<file path="config.mk">
export PLATFORM = sky130hd
export DESIGN_NAME = humidity_temp_frame_check_convert
export DESIGN_NICKNAME = d
export VERILOG_FILES = /design/src/rtl/htfc_pkg.sv /design/src/rtl/htfc_front.sv /design/src/rtl/htfc_queue.sv /design/src/rtl/htfc_back.sv /design/src/rtl/humidity_temp_frame_check_convert.sv
export VERILOG_INCLUDE_DIRS = /design/src /design/src/rtl
export SDC_FILE = /design/constraint.sdc
export NUM_CORES = 1
export LEC_CHECK = 0
export ABC_AREA = 1
export BUFFER_PORTS_ARGS = -buffer_cell sky130_fd_sc_hd__clkbuf_2
export CAP_MARGIN = 20
export CORE_ASPECT_RATIO = 1.75
export CORE_MARGIN = 2
export CORE_UTILIZATION = 61
export CTS_CLUSTER_SIZE = 8
export DETAILED_ROUTE_END_ITERATION = 7
export PLACE_DENSITY_LB_ADDON = 0.12
export SKIP_CTS_REPAIR_TIMING = 1
export SLEW_MARGIN = 20
export SYNTH_ARGS = -nofsm -noshare
export SYNTH_HDL_FRONTEND = slang
export SYNTH_SLANG_ARGS = --single-unit
</file>
<file path="constraint.sdc">
create_clock -name clk -period 8.4 [get_ports clk]
set_input_delay 1.68 -clock clk [delete_from_list [all_inputs] [get_ports clk]]
set_output_delay 1.68 -clock clk [all_outputs]
set_load 0.1 [all_outputs]
</file>
<file path="src/rtl/assert_macros.svh">
// ----------------------------------------------------------------------------
// Assertion macros
// Shared concurrent assertion forms for the frame checker and converter.
// ----------------------------------------------------------------------------
`ifndef ASSERT_MACROS_SVH
`define ASSERT_MACROS_SVH

// A property that must hold at every clock edge outside of reset.
`define HTFC_ASSERT(lbl, clk_s, rst_s, prop, msg) \
  lbl: assert property (@(posedge clk_s) disable iff (!rst_s) (prop)) else $error(msg);

// A condition at one edge that must be followed by another at the next edge.
`define HTFC_ASSERT_NEXT(lbl, clk_s, rst_s, pre, post, msg) \
  lbl: assert property (@(posedge clk_s) disable iff (!rst_s) (pre) |=> (post)) \
    else $error(msg);

`endif

</file>
<file path="src/rtl/htfc_pkg.sv">
// ----------------------------------------------------------------------------
// htfc_pkg
// Types, constants and the CRC-8 step shared by the frame checker modules.
// ----------------------------------------------------------------------------
package htfc_pkg;

  // CRC-8, polynomial 0x31, initial value 0xFF, MSB first.
  localparam logic [7:0] CRC_POLY = 8'h31;
  localparam logic [7:0] CRC_INIT = 8'hFF;

  // Byte positions within the six-byte frame.
  localparam logic [2:0] POS_T_HI  = 3'd0;
  localparam logic [2:0] POS_T_LO  = 3'd1;
  localparam logic [2:0] POS_T_CRC = 3'd2;
  localparam logic [2:0] POS_H_HI  = 3'd3;
  localparam logic [2:0] POS_H_LO  = 3'd4;
  localparam logic [2:0] POS_H_CRC = 3'd5;

  // Frame status codes.
  localparam logic [1:0] ST_OK    = 2'd0;
  localparam logic [1:0] ST_T_CRC = 2'd1;
  localparam logic [1:0] ST_H_CRC = 2'd2;
  localparam logic [1:0] ST_BAD   = 2'd3;

  // Conversion constants.
  localparam logic [14:0] T_SCALE      = 15'd17500;
  localparam logic [14:0] T_OFFSET     = 15'd4450;  // 4500 less the rounding term 50
  localparam logic [6:0]  H_SCALE      = 7'd100;
  localparam logic [6:0]  H_MAX        = 7'd100;
  localparam logic [13:0] DIV100_RECIP = 14'd10486; // ceil(2^20 / 100)
  localparam int          DIV100_SHIFT = 20;

  // One checked frame on its way from the front to the back.
  typedef struct packed {
    logic [15:0] t_raw;
    logic [15:0] h_raw;
    logic [1:0]  status;
  } htfc_rec_t;

  // Queue read side as seen by the back.
  typedef struct packed {
    logic      empty;
    htfc_rec_t rec;
  } htfc_qout_t;

  // Feed one byte into the running CRC.
  function automatic logic [7:0] crc8_feed(input logic [7:0] crc, input logic [7:0] data);
    logic [7:0] c;
    c = crc ^ data;
    for (int i = 0; i < 8; i++) begin
      c = c[7] ? ((c << 1) ^ CRC_POLY) : (c << 1);
    end
    return c;
  endfunction

endpackage

</file>
<file path="src/rtl/htfc_front.sv">
// ----------------------------------------------------------------------------
// htfc_front
// Assembles the six-byte frame, runs the CRC checks and emits one record.
// ----------------------------------------------------------------------------
module htfc_front (
  input  logic                clk,
  input  logic                rst_n,
  input  logic                accept,
  input  logic [7:0]          frame_byte,
  input  logic                frame_start,
  output logic                rec_wr,
  output htfc_pkg::htfc_rec_t rec
);
  import htfc_pkg::*;

  logic [2:0]  pos_r, pos_nxt, pos;
  logic [7:0]  crc_r, crc_nxt;
  logic [15:0] t_raw_r, t_raw_nxt;
  logic [7:0]  h_hi_r, h_hi_nxt;
  logic [7:0]  h_lo_r, h_lo_nxt;
  logic        t_ok_r, t_ok_nxt;

  // Effective position: a start flag forces the first byte of a frame.
  always_comb begin
    pos = frame_start ? POS_T_HI : pos_r;
    if (pos > POS_H_CRC) begin
      pos = POS_T_HI;
    end
  end

  // Per-byte update of the frame state.
  always_comb begin
    pos_nxt   = pos_r;
    crc_nxt   = crc_r;
    t_raw_nxt = t_raw_r;
    h_hi_nxt  = h_hi_r;
    h_lo_nxt  = h_lo_r;
    t_ok_nxt  = t_ok_r;
    if (accept) begin
      case (pos)
        POS_T_HI: begin
          crc_nxt   = crc8_feed(CRC_INIT, frame_byte);
          t_raw_nxt = {frame_byte, 8'd0};
        end
        POS_T_LO: begin
          crc_nxt   = crc8_feed(crc_r, frame_byte);
          t_raw_nxt = {t_raw_r[15:8], frame_byte};
        end
        POS_T_CRC: begin
          t_ok_nxt = (crc_r == frame_byte);
        end
        POS_H_HI: begin
          crc_nxt  = crc8_feed(CRC_INIT, frame_byte);
          h_hi_nxt = frame_byte;
        end
        POS_H_LO: begin
          crc_nxt  = crc8_feed(crc_r, frame_byte);
          h_lo_nxt = frame_byte;
        end
        default: begin
        end
      endcase
      pos_nxt = (pos == POS_H_CRC) ? POS_T_HI : pos + 3'd1;
    end
  end

  // The sixth byte closes the frame and produces a record.
  always_comb begin
    rec_wr     = accept && (pos == POS_H_CRC);
    rec.t_raw  = t_raw_r;
    rec.h_raw  = {h_hi_r, h_lo_r};
    if (!t_ok_r) begin
      rec.status = ST_T_CRC;
    end else if (crc_r != frame_byte) begin
      rec.status = ST_H_CRC;
    end else begin
      rec.status = ST_OK;
    end
  end

  // Frame state registers.
  always_ff @(posedge clk) begin
    if (!rst_n) begin
      pos_r  <= POS_T_HI;
      crc_r  <= CRC_INIT;
      t_ok_r <= 1'b0;
    end else begin
      pos_r  <= pos_nxt;
      crc_r  <= crc_nxt;
      t_ok_r <= t_ok_nxt;
    end
  end

  always_ff @(posedge clk) begin
    t_raw_r <= t_raw_nxt;
    h_hi_r  <= h_hi_nxt;
    h_lo_r  <= h_lo_nxt;
  end

endmodule

</file>
<file path="src/rtl/htfc_queue.sv">
// ----------------------------------------------------------------------------
// htfc_queue
// Short record queue that decouples the frame front from the conversion back.
// ----------------------------------------------------------------------------
`include "assert_macros.svh"

module htfc_queue #(
  parameter int DEPTH = 4
) (
  input  logic                 clk,
  input  logic                 rst_n,
  input  logic                 wr_en,
  input  htfc_pkg::htfc_rec_t  wr_rec,
  output logic                 full,
  input  logic                 rd_en,
  output htfc_pkg::htfc_qout_t rd
);
  import htfc_pkg::*;

  localparam int PTR_W = $clog2(DEPTH);
  localparam int CNT_W = $clog2(DEPTH + 1);

  htfc_rec_t          mem [DEPTH];
  logic [PTR_W-1:0]   wr_ptr_r, rd_ptr_r;
  logic [CNT_W-1:0]   count_r;
  logic               do_wr, do_rd;

  assign full     = (count_r == CNT_W'(DEPTH));
  assign rd.empty = (count_r == '0);
  assign rd.rec   = mem[rd_ptr_r];
  assign do_wr    = wr_en && !full;
  assign do_rd    = rd_en && !rd.empty;

  // Storage write.
  always_ff @(posedge clk) begin
    if (do_wr) begin
      mem[wr_ptr_r] <= wr_rec;
    end
  end

  // Pointers and fill count.
  always_ff @(posedge clk) begin
    if (!rst_n) begin
      wr_ptr_r <= '0;
      rd_ptr_r <= '0;
      count_r  <= '0;
    end else begin
      if (do_wr) begin
        wr_ptr_r <= (wr_ptr_r == PTR_W'(DEPTH - 1)) ? '0 : wr_ptr_r + 1'b1;
      end
      if (do_rd) begin
        rd_ptr_r <= (rd_ptr_r == PTR_W'(DEPTH - 1)) ? '0 : rd_ptr_r + 1'b1;
      end
      if (do_wr && !do_rd) begin
        count_r <= count_r + 1'b1;
      end else if (do_rd && !do_wr) begin
        count_r <= count_r - 1'b1;
      end
    end
  end

  // Checks on the fill count.
  `HTFC_ASSERT(a_count_bound, clk, rst_n, count_r <= CNT_W'(DEPTH), "queue count above depth")
  `HTFC_ASSERT_NEXT(a_count_up, clk, rst_n, do_wr && !do_rd, count_r == $past(count_r) + 1'b1, "queue count did not rise on a write")

endmodule

</file>
<file path="src/rtl/htfc_back.sv">
// ----------------------------------------------------------------------------
// htfc_back
// Five-stage conversion pipeline from raw words to degrees and percent.
// ----------------------------------------------------------------------------
`include "assert_macros.svh"

module htfc_back (
  input  logic                 clk,
  input  logic                 rst_n,
  input  htfc_pkg::htfc_qout_t q,
  output logic                 q_pop,
  input  logic                 out_pop,
  output logic                 out_empty,
  output logic signed [8:0]    out_temperature_c,
  output logic [6:0]           out_humidity_pct,
  output logic [1:0]           out_frame_status
);
  import htfc_pkg::*;

  logic        v1_r, v2_r, v3_r, v4_r, v5_r;
  logic        rdy1, rdy2, rdy3, rdy4, rdy5;

  logic [30:0] s1_pt_r, s1_pt_nxt;
  logic [22:0] s1_ph_r, s1_ph_nxt;
  logic [1:0]  s1_st_r;

  logic [31:0] t_sum;
  logic [23:0] h_sum;
  logic [14:0] s2_tq_r, s2_tq_nxt;
  logic [6:0]  s2_h_r, s2_h_nxt, hq;
  logic [1:0]  s2_st_r;

  logic [13:0] s3_m_r, s3_m_nxt;
  logic        s3_neg_r, s3_neg_nxt;
  logic [6:0]  s3_h_r;
  logic [1:0]  s3_st_r;

  logic [27:0] s4_pm_r, s4_pm_nxt;
  logic        s4_neg_r;
  logic [6:0]  s4_h_r;
  logic [1:0]  s4_st_r;

  logic [7:0]  mag;
  logic [8:0]  s5_t_r, s5_t_nxt;
  logic [6:0]  s5_h_r;
  logic [1:0]  s5_st_r;

  // Stall chain: a stage moves when it is empty or the next one moves.
  assign rdy5  = !v5_r || out_pop;
  assign rdy4  = !v4_r || rdy5;
  assign rdy3  = !v3_r || rdy4;
  assign rdy2  = !v2_r || rdy3;
  assign rdy1  = !v1_r || rdy2;
  assign q_pop = !q.empty && rdy1;

  // Stage 1: scale both raw words.
  always_comb begin
    s1_pt_nxt = 31'(q.rec.t_raw) * 31'(T_SCALE);
    s1_ph_nxt = 23'(q.rec.h_raw) * 23'(H_SCALE);
  end

  // Stage 2: floor division by 65535 as (x + 1 + (x >> 16)) >> 16, humidity clamp.
  always_comb begin
    t_sum     = 32'(s1_pt_r) + 32'd1 + 32'(s1_pt_r[30:16]);
    h_sum     = 24'(s1_ph_r) + 24'd1 + 24'(s1_ph_r[22:16]);
    s2_tq_nxt = t_sum[30:16];
    hq        = h_sum[22:16];
    s2_h_nxt  = (hq > H_MAX) ? H_MAX : hq;
  end

  // Stage 3: apply the offset and split into sign and magnitude.
  always_comb begin
    if (s2_tq_r < T_OFFSET) begin
      s3_neg_nxt = 1'b1;
      s3_m_nxt   = 14'(T_OFFSET - s2_tq_r);
    end else begin
      s3_neg_nxt = 1'b0;
      s3_m_nxt   = 14'(s2_tq_r - T_OFFSET);
    end
  end

  // Stage 4: magnitude divided by 100 through a reciprocal multiply.
  assign s4_pm_nxt = 28'(s3_m_r) * 28'(DIV100_RECIP);

  // Stage 5: restore the sign, which gives truncation toward zero.
  always_comb begin
    mag      = s4_pm_r[27:DIV100_SHIFT];
    s5_t_nxt = s4_neg_r ? (9'd0 - {1'b0, mag}) : {1'b0, mag};
  end

  // Stage valid bits.
  always_ff @(posedge clk) begin
    if (!rst_n) begin
      v1_r <= 1'b0;
      v2_r <= 1'b0;
      v3_r <= 1'b0;
      v4_r <= 1'b0;
      v5_r <= 1'b0;
    end else begin
      if (rdy1) v1_r <= q_pop;
      if (rdy2) v2_r <= v1_r;
      if (rdy3) v3_r <= v2_r;
      if (rdy4) v4_r <= v3_r;
      if (rdy5) v5_r <= v4_r;
    end
  end

  // Stage payload registers.
  always_ff @(posedge clk) begin
    if (rdy1) begin
      s1_pt_r <= s1_pt_nxt;
      s1_ph_r <= s1_ph_nxt;
      s1_st_r <= q.rec.status;
    end
    if (rdy2) begin
      s2_tq_r <= s2_tq_nxt;
      s2_h_r  <= s2_h_nxt;
      s2_st_r <= s1_st_r;
    end
    if (rdy3) begin
      s3_m_r   <= s3_m_nxt;
      s3_neg_r <= s3_neg_nxt;
      s3_h_r   <= s2_h_r;
      s3_st_r  <= s2_st_r;
    end
    if (rdy4) begin
      s4_pm_r  <= s4_pm_nxt;
      s4_neg_r <= s3_neg_r;
      s4_h_r   <= s3_h_r;
      s4_st_r  <= s3_st_r;
    end
    if (rdy5) begin
      s5_t_r  <= s5_t_nxt;
      s5_h_r  <= s4_h_r;
      s5_st_r <= s4_st_r;
    end
  end

  assign out_empty         = !v5_r;
  assign out_temperature_c = $signed(s5_t_r);
  assign out_humidity_pct  = s5_h_r;
  assign out_frame_status  = s5_st_r;

  // Checks on delivered results.
  `HTFC_ASSERT(a_status_code, clk, rst_n, out_empty || (out_frame_status != ST_BAD), "result status code out of range")
  `HTFC_ASSERT(a_hum_range, clk, rst_n, out_empty || (out_humidity_pct <= H_MAX), "humidity above clamp")
  `HTFC_ASSERT(a_temp_range, clk, rst_n, out_empty || ((out_temperature_c >= -9'sd44) && (out_temperature_c <= 9'sd130)), "temperature out of range")

endmodule

</file>
<file path="src/rtl/humidity_temp_frame_check_convert.sv">
// ----------------------------------------------------------------------------
// humidity_temp_frame_check_convert
// Checks six-byte temperature and humidity frames with CRC-8 and converts them.
// ----------------------------------------------------------------------------
// Channel  Ports                                         Moves
// input    in_push, in_full, in_frame_byte, in_frame_start  one frame byte per item
// result   out_empty, out_pop, out_temperature_c,          one result per frame
//          out_humidity_pct, out_frame_status
//
// One byte is accepted per cycle while in_full is low.
// The edge that accepts a frame's sixth byte writes its record into the queue;
// from there the record moves into the first of the five conversion stages and
// on to the last, which drives the result ports; a stalled stage ahead holds it.
// Reset is synchronous on rst_n; it clears the byte position and all valid state.
// in_full rises only when the record queue holds QUEUE_DEPTH frames that the
// stalled result side has not yet drained; while it is high every byte waits,
// including bytes that do not close a frame.
// ----------------------------------------------------------------------------
module humidity_temp_frame_check_convert #(
  parameter int QUEUE_DEPTH = 4
) (
  input  logic              clk,
  input  logic              rst_n,
  input  logic              in_push,
  output logic              in_full,
  input  logic [7:0]        in_frame_byte,
  input  logic              in_frame_start,
  output logic              out_empty,
  input  logic              out_pop,
  output logic signed [8:0] out_temperature_c,
  output logic [6:0]        out_humidity_pct,
  output logic [1:0]        out_frame_status
);
  import htfc_pkg::*;

  logic       accept;
  logic       rec_wr;
  htfc_rec_t  rec;
  htfc_qout_t q;
  logic       q_pop;
  logic       q_full;

  assign in_full = q_full;
  assign accept  = in_push && !q_full;

  // Frame assembly and CRC check.
  htfc_front u_front (
    .clk         (clk),
    .rst_n       (rst_n),
    .accept      (accept),
    .frame_byte  (in_frame_byte),
    .frame_start (in_frame_start),
    .rec_wr      (rec_wr),
    .rec         (rec)
  );

  // Record queue between front and back.
  htfc_queue #(
    .DEPTH (QUEUE_DEPTH)
  ) u_queue (
    .clk    (clk),
    .rst_n  (rst_n),
    .wr_en  (rec_wr),
    .wr_rec (rec),
    .full   (q_full),
    .rd_en  (q_pop),
    .rd     (q)
  );

  // Conversion pipeline and result register.
  htfc_back u_back (
    .clk               (clk),
    .rst_n             (rst_n),
    .q                 (q),
    .q_pop             (q_pop),
    .out_pop           (out_pop),
    .out_empty         (out_empty),
    .out_temperature_c (out_temperature_c),
    .out_humidity_pct  (out_humidity_pct),
    .out_frame_status  (out_frame_status)
  );

endmodule
</file>
# Yosys cells after proc, flatten, opt, wreduce, memory -nomap -nowiden
# Memories as Yosys holds them, arrays and structs flattened. A register that Yosys moved wholly into a read port is not among the register bits.
# Cells that the tools add are included.
[op_classes]
addsub = 12
multipliers = 3
order_cmp = 3
n_eq_ne = 10
muxes = 34
n_bitwise = 19
n_reduce_logical = 34
[ops]
columns = ["operator", "n"]
rows = [
  ["2-to-1 mux 6 bit", 16],
  ["inverter 3 bit", 16],
  ["case mux 16 bit (2 select lines)", 1],
  ["adder 31 x 1 -> 31 bit (second input constant)", 1],
  ["adder 31 x 15 -> 31 bit", 1],
  ["multiplier 16 x 13 -> 29 bit (second input constant)", 1],
  ["multiplier 14 x 13 -> 27 bit (second input constant)", 1],
  ["adder 23 x 1 -> 23 bit (second input constant)", 1],
  ["adder 23 x 7 -> 23 bit", 1],
  ["multiplier 16 x 5 -> 21 bit (second input constant)", 1],
  ["case mux 8 bit (2 select lines)", 1],
  ["< comparator 15 x 13 -> 1 bit (second input constant)", 1],
  ["2-to-1 mux 3 bit", 5],
  ["2-to-1 mux 14 bit", 1],
  ["subtractor 13 x 14 -> 14 bit (first input constant)", 1],
  ["subtractor 14 x 13 -> 14 bit (second input constant)", 1],
  ["2-to-1 mux 2 bit", 6],
  ["AND reduction 2 bit", 5],
  ["== test 3 bit (second input constant)", 3],
  ["logical NOT 1 bit", 9],
  ["subtractor 1 x 8 -> 9 bit (first input constant)", 1],
  ["== test 8 bit", 1],
  ["2-to-1 mux 8 bit", 1],
  ["inequality test 8 bit", 1],
  ["18 further kinds", 38],
]
[word_totals]
regBits = 211
mem_bits_rw = 136
in_bits = 13
out_inout_bits = 20
elab_cells = 149
memories = 1
[mem_list]
columns = ["memory", "words", "width", "rd", "rd_ports_with_merged_regs", "write_ports", "line_no", "rtl"]
rows = [
  ["u_queue.mem", 4, 34, 1, 1, 1, "htfc_queue.sv:23", "htfc_rec_t mem [DEPTH];"],
]

# Depth between registers and ports, before layout
# Gate-level depths: netlist (run 1).
[logic_depth]
ltp_word = 18
ltp_mapped = 24
ltp_nobuf = 21

# Hierarchy
# Synthesis (run 1) repeated with hierarchy kept, for this count alone.
[unflattened]
hier_cells = 2431
hier_area_um2 = 23610.1
[by_module_without_submodules]
columns = ["module", "instances", "cells_per_inst", "area_per_inst_um2", "seq_area_each_um2"]
rows = [
  ["htfc_back", 1, 1742, 15519.9, 4184.0],
  ["htfc_queue", 1, 401, 5745.5, 4264.1],
  ["htfc_front", 1, 286, 2334.7, 1201.2],
  ["humidity_temp_frame_check_convert", 1, 2, 10.0, 0.0],
]

# Worst setup path before layout (run 1)
# No wires, ideal clock.
[synth_timing]
path_kind = "reg2reg"
start = "register with a tool-made name"
end = "register u_back.s1_pt_r[27] (data pin)"
setup_ps = 253
t_arrival_ps = 4795
required_time_ps = 8147
slack_ps = 3352
path_stages_with_launch = 23
path_buffers = 3
synth_period_minus_slack_ps = 5048
cell_sequence = "dfxtp_1 > clkbuf_1 > inv_1 > buf_2 > buf_1 > nor2_1 > o22ai_1 > ha_1 > inv_1 > fa_1 > inv_1 > ha_1 > fa_1 > inv_1 > fa_1 > inv_1 > ha_1 > nand2_1 > nor2_1 > nand4_1 > or2_2 > nand4_1 > nand2_1"
[synth_lines]
columns = ["item", "line_no", "rtl"]
rows = [
  ["end signal: assignment", "htfc_back.sv:111", "s1_pt_r <= s1_pt_nxt;"],
  ["end: declaration", "htfc_back.sv:23", "logic [30:0] s1_pt_r, s1_pt_nxt;"],
]

==> metrics.yaml, run 1 <==
ant_nets: 0
max_slew_margin_pct: 35.97
drive_gt1_share_pct: 5.481
cts_tree: "done"
cpMostUsedCell: "inv_1"
synth_largest_area_cell: "edfxtp_1"
vias: 16810
yosysSeqAreaShare_pct: 41.14
cts_buffers: 47
gp_congestion: 0.9285
dp_hpwl_mm: 42.86
grt_pass1_wl_mm: 86.94
dieArea_um2: 40100
hold-path-endpoint: "u_back.s2_st_r[1]"
slew_viol_final: 0
ff2ff_path_depth: 18
syn_to_final_growth_pct: 9.222
worst_pin_slew_ns: 0.9604
core_region_area_um2: 38160
clockRootBuffer: "clkbuf_16"
synth_seq_cells: 330
yosysMostFrequentCell: "inv_1"
cp_max_fo: 32
max_freq_mhz: 159.1
arrival_ns: 6.58
initial_utilization_pct: 61.48
die_h_um: 263.4
gr-usage-all-layers_pct: 27.34
reg2reg_slack_ns: 2.11
final.period_utilization_pct: 74.83
grt_max_degree: 70
timing.final.hold_violations: 0
finalWirelength_mm: 54.16
clockBufferDepth: 3
synth_cell_types: 52
dr.pass1.iters: 7
gr-total-overflow: 0
synth_area_leaders: "edfxtp_1 (39%), ha_1 (15%), fa_1 (10%), inv_1 (7.2%), nand2_1 (7.0%)"
htree_levels: 2
antenna_cells: 0
antenna_found_initial: 0
r2r-end: "u_back.s1_pt_r[29]"
port_buffers: 32
wl_per_cell_um: 17.93
cp_slowest_stage_delay_ns: 0.77
cp.required_ns: 8.70
crit_chain: "inv_1 -> buf_4 -> a32oi_1 -> inv_1 -> fa_1 -> inv_1 -> ha_1 -> inv_1 -> fa_1 -> fa_1 -> inv_1 -> ha_1 -> a21oi_1 -> a21boi_0 -> o21ai_0 -> nand2_1 -> nand3_1 -> xor2_1"
via_per_inst: 5.564
holdCritStartpoint: "u_back.s1_st_r[1]"
synth_edf_count: 304
setup-tns-final_ns: 0
syn_area_per_cell_um2: 9.586
outcome: "finished clean"
rsz0062_at_grt: "no"
drc_errors: 0
synth_nets: 2856
cp_top_family: "adder cells"
synthFlopType: "edfxtp_1"
num-fill-cells: 3048
critPathSlowestCell: "a32oi_1"
nNetsFinal: 2913
critPathBufInv: 6
worstHoldPathType: "flip-flop to flip-flop"
netlist_area_um2: 23460
ys_top_cells_by_count: "inv_1 (450), nand2_1 (440), edfxtp_1 (304)"
die_x_um: 152.2
drtIter0Drc: 840
yosysTopAreaCellShare_pct: 38.92
finClkSkew_ns: 0.03407
syn_inst: 2447
end_kind: "flip-flop"
cap_violations: 0
cts.sink_count: 330
path_class: "flip-flop to flip-flop"
hold_depth: 0
ys_async_sr_fraction_pct: 0
placed_cell_area_um2: 24130
fin_crit_ns: 6.286
clk_pin_slew_ns: 0.05
ys_warn_count: 0
setup_viol: 0
insertion_delay_ns: 0.58
rows: 95
grt_pass1_vias: 17770
design.portCount: 33
design_area_um2: 25620
critPathLaunchType: "flip-flop"
per-stage QoR:
step / hold WS [ns] / setup slack [ns] / util [%] / cells
detailed placement: 0.4057 / 2.145 / 63.24 / 2936
global route: 0.4111 / 1.667 / 67.15 / 3021
global placement: 0.4029 / 2.147 / 63.24 / 2936
finish: 0.4078 / 2.114 / 67.15 / 3021
CTS: 0.4080 / 2.119 / 66.87 / 3017
floorplan: 0.4003 / 3.352 / - / 2447
per-layer routing:
layer | wire length (um) | up-vias | GRT usage, %
met2 | 31310 | 385 | 55.81
met5 | 0 | - | 0
met1 | 18530 | 8071 | 26.50
met3 | 1463 | 157 | 2.436
met4 | 2867 | 0 | 14.07
li1 | - | 8195 | -
worst reg2reg max path: stages (launching register included):
cell,delay (ns)
dfxtp_1,0.74
inv_1,0.46
buf_4,0.38
a32oi_1,0.77
inv_1,0.19
fa_1,0.53
inv_1,0.04
ha_1,0.28
inv_1,0.07
fa_1,0.43
fa_1,0.54
inv_1,0.04
ha_1,0.35
a21oi_1,0.21
a21boi_0,0.45
o21ai_0,0.22
nand2_1,0.10
nand3_1,0.08
xor2_1,0.14
cell families (layout without fill, tap and decap cells):
| family | after synthesis | in the layout | share of synthesized area, % |
|---|---|---|---|
| xor+xnor | 87 | 87 | 3.280 |
| buf+inv | 494 | 583 | 8.139 |
| simple gates | 831 | 831 | 14.76 |
| compound gates | 309 | 309 | 7.718 |
| flops | 330 | 330 | 41.14 |
| fa+ha+maj | 396 | 396 | 24.96 |
final cells by class:
type / instances / area, um^2 / area share [%]
clock inverters: 5 / 100.1 / 0.3907
clock buffers: 76 / 1285 / 5.015
multi-input cells: 1623 / 11930 / 46.58
well taps: 485 / 606.8 / 2.369
repair buffers: 44 / 322.8 / 1.260
inverters: 458 / 1722 / 6.720
flip-flops and latches: 330 / 9651 / 37.67
how the worst max path moves through the flow:
stage / to / slack, ns / cells after the start
4_1_cts: u_back.s1_pt_r[29] / 2.12 / 18
2_1_floorplan: u_back.s1_pt_r[27] / 3.35 / 22
6_report: u_back.s1_pt_r[29] / 2.11 / 18
5_1_grt: u_back.s1_pt_r[22] / 1.67 / 21
3_5_place_dp: u_back.s1_pt_r[29] / 2.14 / 18
3_3_place_gp: u_back.s1_pt_r[29] / 2.15 / 18
cell usage in the layout, fill, tap and decap left out, types with 6 or more instances in the layout:
cell type	n
nor2_4	6
nor2_1	210
fa_1	120
inv_2	8
a21o_1	17
a31oi_1	10
clkbuf_16	47
nand3_1	97
clkbuf_1	29
o22ai_1	19
buf_4	8
xor2_1	61
o21ai_1	6
clkbuf_2	32
a32oi_1	15
nand4_1	24
ha_1	276
xnor2_1	25
a21oi_1	100
nor3_1	21
inv_1	448
o211ai_1	6
edfxtp_1	304
o21bai_1	9
dfxtp_1	25
o21ai_0	103
nand2_1	440
sequential cells by signal, indices dropped and copies added, names as in the netlist, 7 cells and up, named ones only:
signal and flops:
u_queue.mem 136, u_back.s1_pt_r 29, u_back.s1_ph_r 21, u_front.t_raw_r 16, u_back.s2_tq_r 15, u_back.s3_m_r 14
u_back.out_temperature_c 9, u_back.s4_pm_r 8, u_front.crc_r 8, u_front.h_hi_r 8, u_front.h_lo_r 8, u_back.out_humidity_pct 7
u_back.s2_h_r 7, u_back.s3_h_r 7, u_back.s4_h_r 7
Power of run 1 is left out: the tool's default activity adds up to more than one toggle a clock period on the data nets, which glitch-free logic cannot reach.
==> run 2, diff against run 1 <==
clock period = 5.8 ns   (was 8.4 ns; I/O delays follow)
==> metrics.yaml, run 2 (synthesis gave the netlist of run 1 again) <==
port_buffers: 32  # unchanged
clockBufferDepth: 3  # unchanged
timing.final.hold_violations: 0  # unchanged
grt_max_degree: 55  # was 70
regMostFlops: "u_queue.mem"  # unchanged
initial_utilization_pct: 61.48  # unchanged
die_x_um: 152.2  # unchanged
finClkSkew_ns: 0.02805  # was 0.03407 ns
crit_chain: "inv_1 -> o21ai_0 -> o22ai_1 -> buf_4 -> ha_1 -> fa_1 -> fa_1 -> inv_1 -> fa_1 -> inv_1 -> ha_1 -> a21oi_1 -> o21ai_0 -> a211oi_1 -> nand3_1 -> nand2_1 -> nand2_1"  # was inv_1 -> buf_4 -> a32oi_1 -> inv_1 -> fa_1 -> inv_1 -> ha_1 -> inv_1 -> fa_1 -> fa_1 -> inv_1 -> ha_1 -> a21oi_1 -> a21boi_0 -> o21ai_0 -> nand2_1 -> nand3_1 -> xor2_1
htree_levels: 2  # unchanged
die_h_um: 263.4  # unchanged
critPathLaunchType: "flip-flop"  # unchanged
cp.required_ns: 6.12  # was 8.70 ns
cts.sink_count: 330  # unchanged
nNetsFinal: 2928  # was 2913
cts_tree: "done"  # unchanged
final_core_util_pct: 67.33  # was 67.15%
clockRootBuffer: "clkbuf_16"  # unchanged
final_common_cell: "inv_1"  # unchanged
grt_pass1_wl_mm: 84.35  # was 86.94 mm
largest_register_ffs: 136  # unchanged
worst_pin_slew_ns: 0.8912  # was 0.9604 ns
insertion_delay_ns: 0.57  # was 0.58 ns
gr-total-overflow: 0  # unchanged
drive_gt1_share_pct: 5.995  # was 5.481%
dr.pass1.iters: 7  # unchanged
fin_crit_ns: 5.575  # was 6.286 ns
design_area_um2: 25690  # was 25620 um^2
placed_cell_area_um2: 24290  # was 24130 um^2
via_per_inst: 5.498  # was 5.564
vias: 16700  # was 16810
reg.largest.list: "u_queue.mem: 136 flops, u_back.s1_pt_r: 29 flops, u_back.s1_ph_r: 21 flops"  # unchanged
cap_violations: 0  # unchanged
end_kind: "flip-flop"  # unchanged
drtIter0Drc: 713  # was 840
arrival_ns: 5.89  # was 6.58 ns
rsz0062_at_grt: "no"  # unchanged
cp_max_fo: 18  # was 32
final.period_utilization_pct: 96.13  # was 74.83%
antenna_found_initial: 0  # unchanged
design.portCount: 33  # unchanged
critPathSlowestCell: "a211oi_1"  # was a32oi_1
path_class: "flip-flop to flip-flop"  # unchanged
syn_to_final_growth_pct: 9.510  # was 9.222%
dieArea_um2: 40100  # unchanged
gp_congestion: 1.011  # was 0.9285
mostFrequentLayoutCells: "inv_1 (448), nand2_1 (440), edfxtp_1 (304)"  # unchanged
setup_viol: 0  # unchanged
gr-usage-all-layers_pct: 26.58  # was 27.34%
setup-tns-final_ns: 0  # unchanged
ant_nets: 0  # unchanged
antenna_cells: 0  # unchanged
slew_viol_final: 0  # unchanged
cts_buffers: 47  # unchanged
wl_per_cell_um: 17.27  # was 17.93 um
cp_slowest_stage_delay_ns: 0.68  # was 0.77 ns
worstHoldPathType: "flip-flop to flip-flop"  # unchanged
dp_hpwl_mm: 42.21  # was 42.86 mm
core_region_area_um2: 38160  # unchanged
max_freq_mhz: 179.4  # was 159.1 MHz
grt_pass1_vias: 17400  # was 17770
rows: 95  # unchanged
num-fill-cells: 3023  # was 3048
clk_pin_slew_ns: 0.06  # was 0.05 ns
outcome: "finished clean"  # unchanged
max_slew_margin_pct: 40.52  # was 35.97%
finalWirelength_mm: 52.46  # was 54.16 mm
drc_errors: 0  # unchanged
run 2: changes by cell type in the layout (fill, tap and decap cells not counted), sizes merged:
cell | previous run | this run
buf | 12 | 27
bufinv | 0 | 1
clkbuf | 108 | 109
inv | 457 | 456
run 2: area by class of cell:
type,instances,area (um^2),area share (%)
clock buffers,77,1289,5.017
clock inverters,5,110.1,0.4286
inverters,458,1723,6.707
multi-input cells,1623,11930,46.46
flip-flops and latches,330,9651,37.57
well taps,485,606.8,2.362
repair buffers,59,375.4,1.461
run 2: per-stage QoR:
stage	hold slack, ns	setup WS [ns]	cells
2_1_floorplan	0.4003	0.7521	2447
3_3_place_gp	0.4008	0.4623	2954
3_5_place_dp	0.4045	0.3191	2955
4_1_cts	0.4130	0.3106	3037
5_1_grt	0.4227	0.01097	3037
6_report	0.4101	0.2246	3037
run 2: worst max-delay path, delay by kind of cell, from the launching register on:
family / cells / cell delay [ns]
fa+ha+maj: 5 / 2.26
compound gates: 5 / 1.77
buf+inv: 4 / 0.74
flops: 1 / 0.31
simple gates: 3 / 0.27
run 2: worst paths after layout:
path                      from  cells after the start  slack (ns)                    endpoint
max                  flip-flop                     17        0.22          u_back.s1_pt_r[27]
min          u_back.s4_st_r[1]                      0        0.41  u_back.out_frame_status[1]
max reg2reg          flip-flop                     17        0.22          u_back.s1_pt_r[27]
min reg2reg  u_back.s4_st_r[1]                      0        0.41  u_back.out_frame_status[1]
run 2: per-layer routing:
| metal | GRT usage [%] | vias up | routed length, um |
|---|---|---|---|
| met3 | 2.486 | 171 | 1338 |
| met1 | 24.53 | 7924 | 17280 |
| met2 | 53.81 | 372 | 30150 |
| met5 | 0 | - | 0 |
| li1 | - | 8231 | - |
| met4 | 17.20 | 0 | 3692 |
Power of run 2 is left out for the same reason.
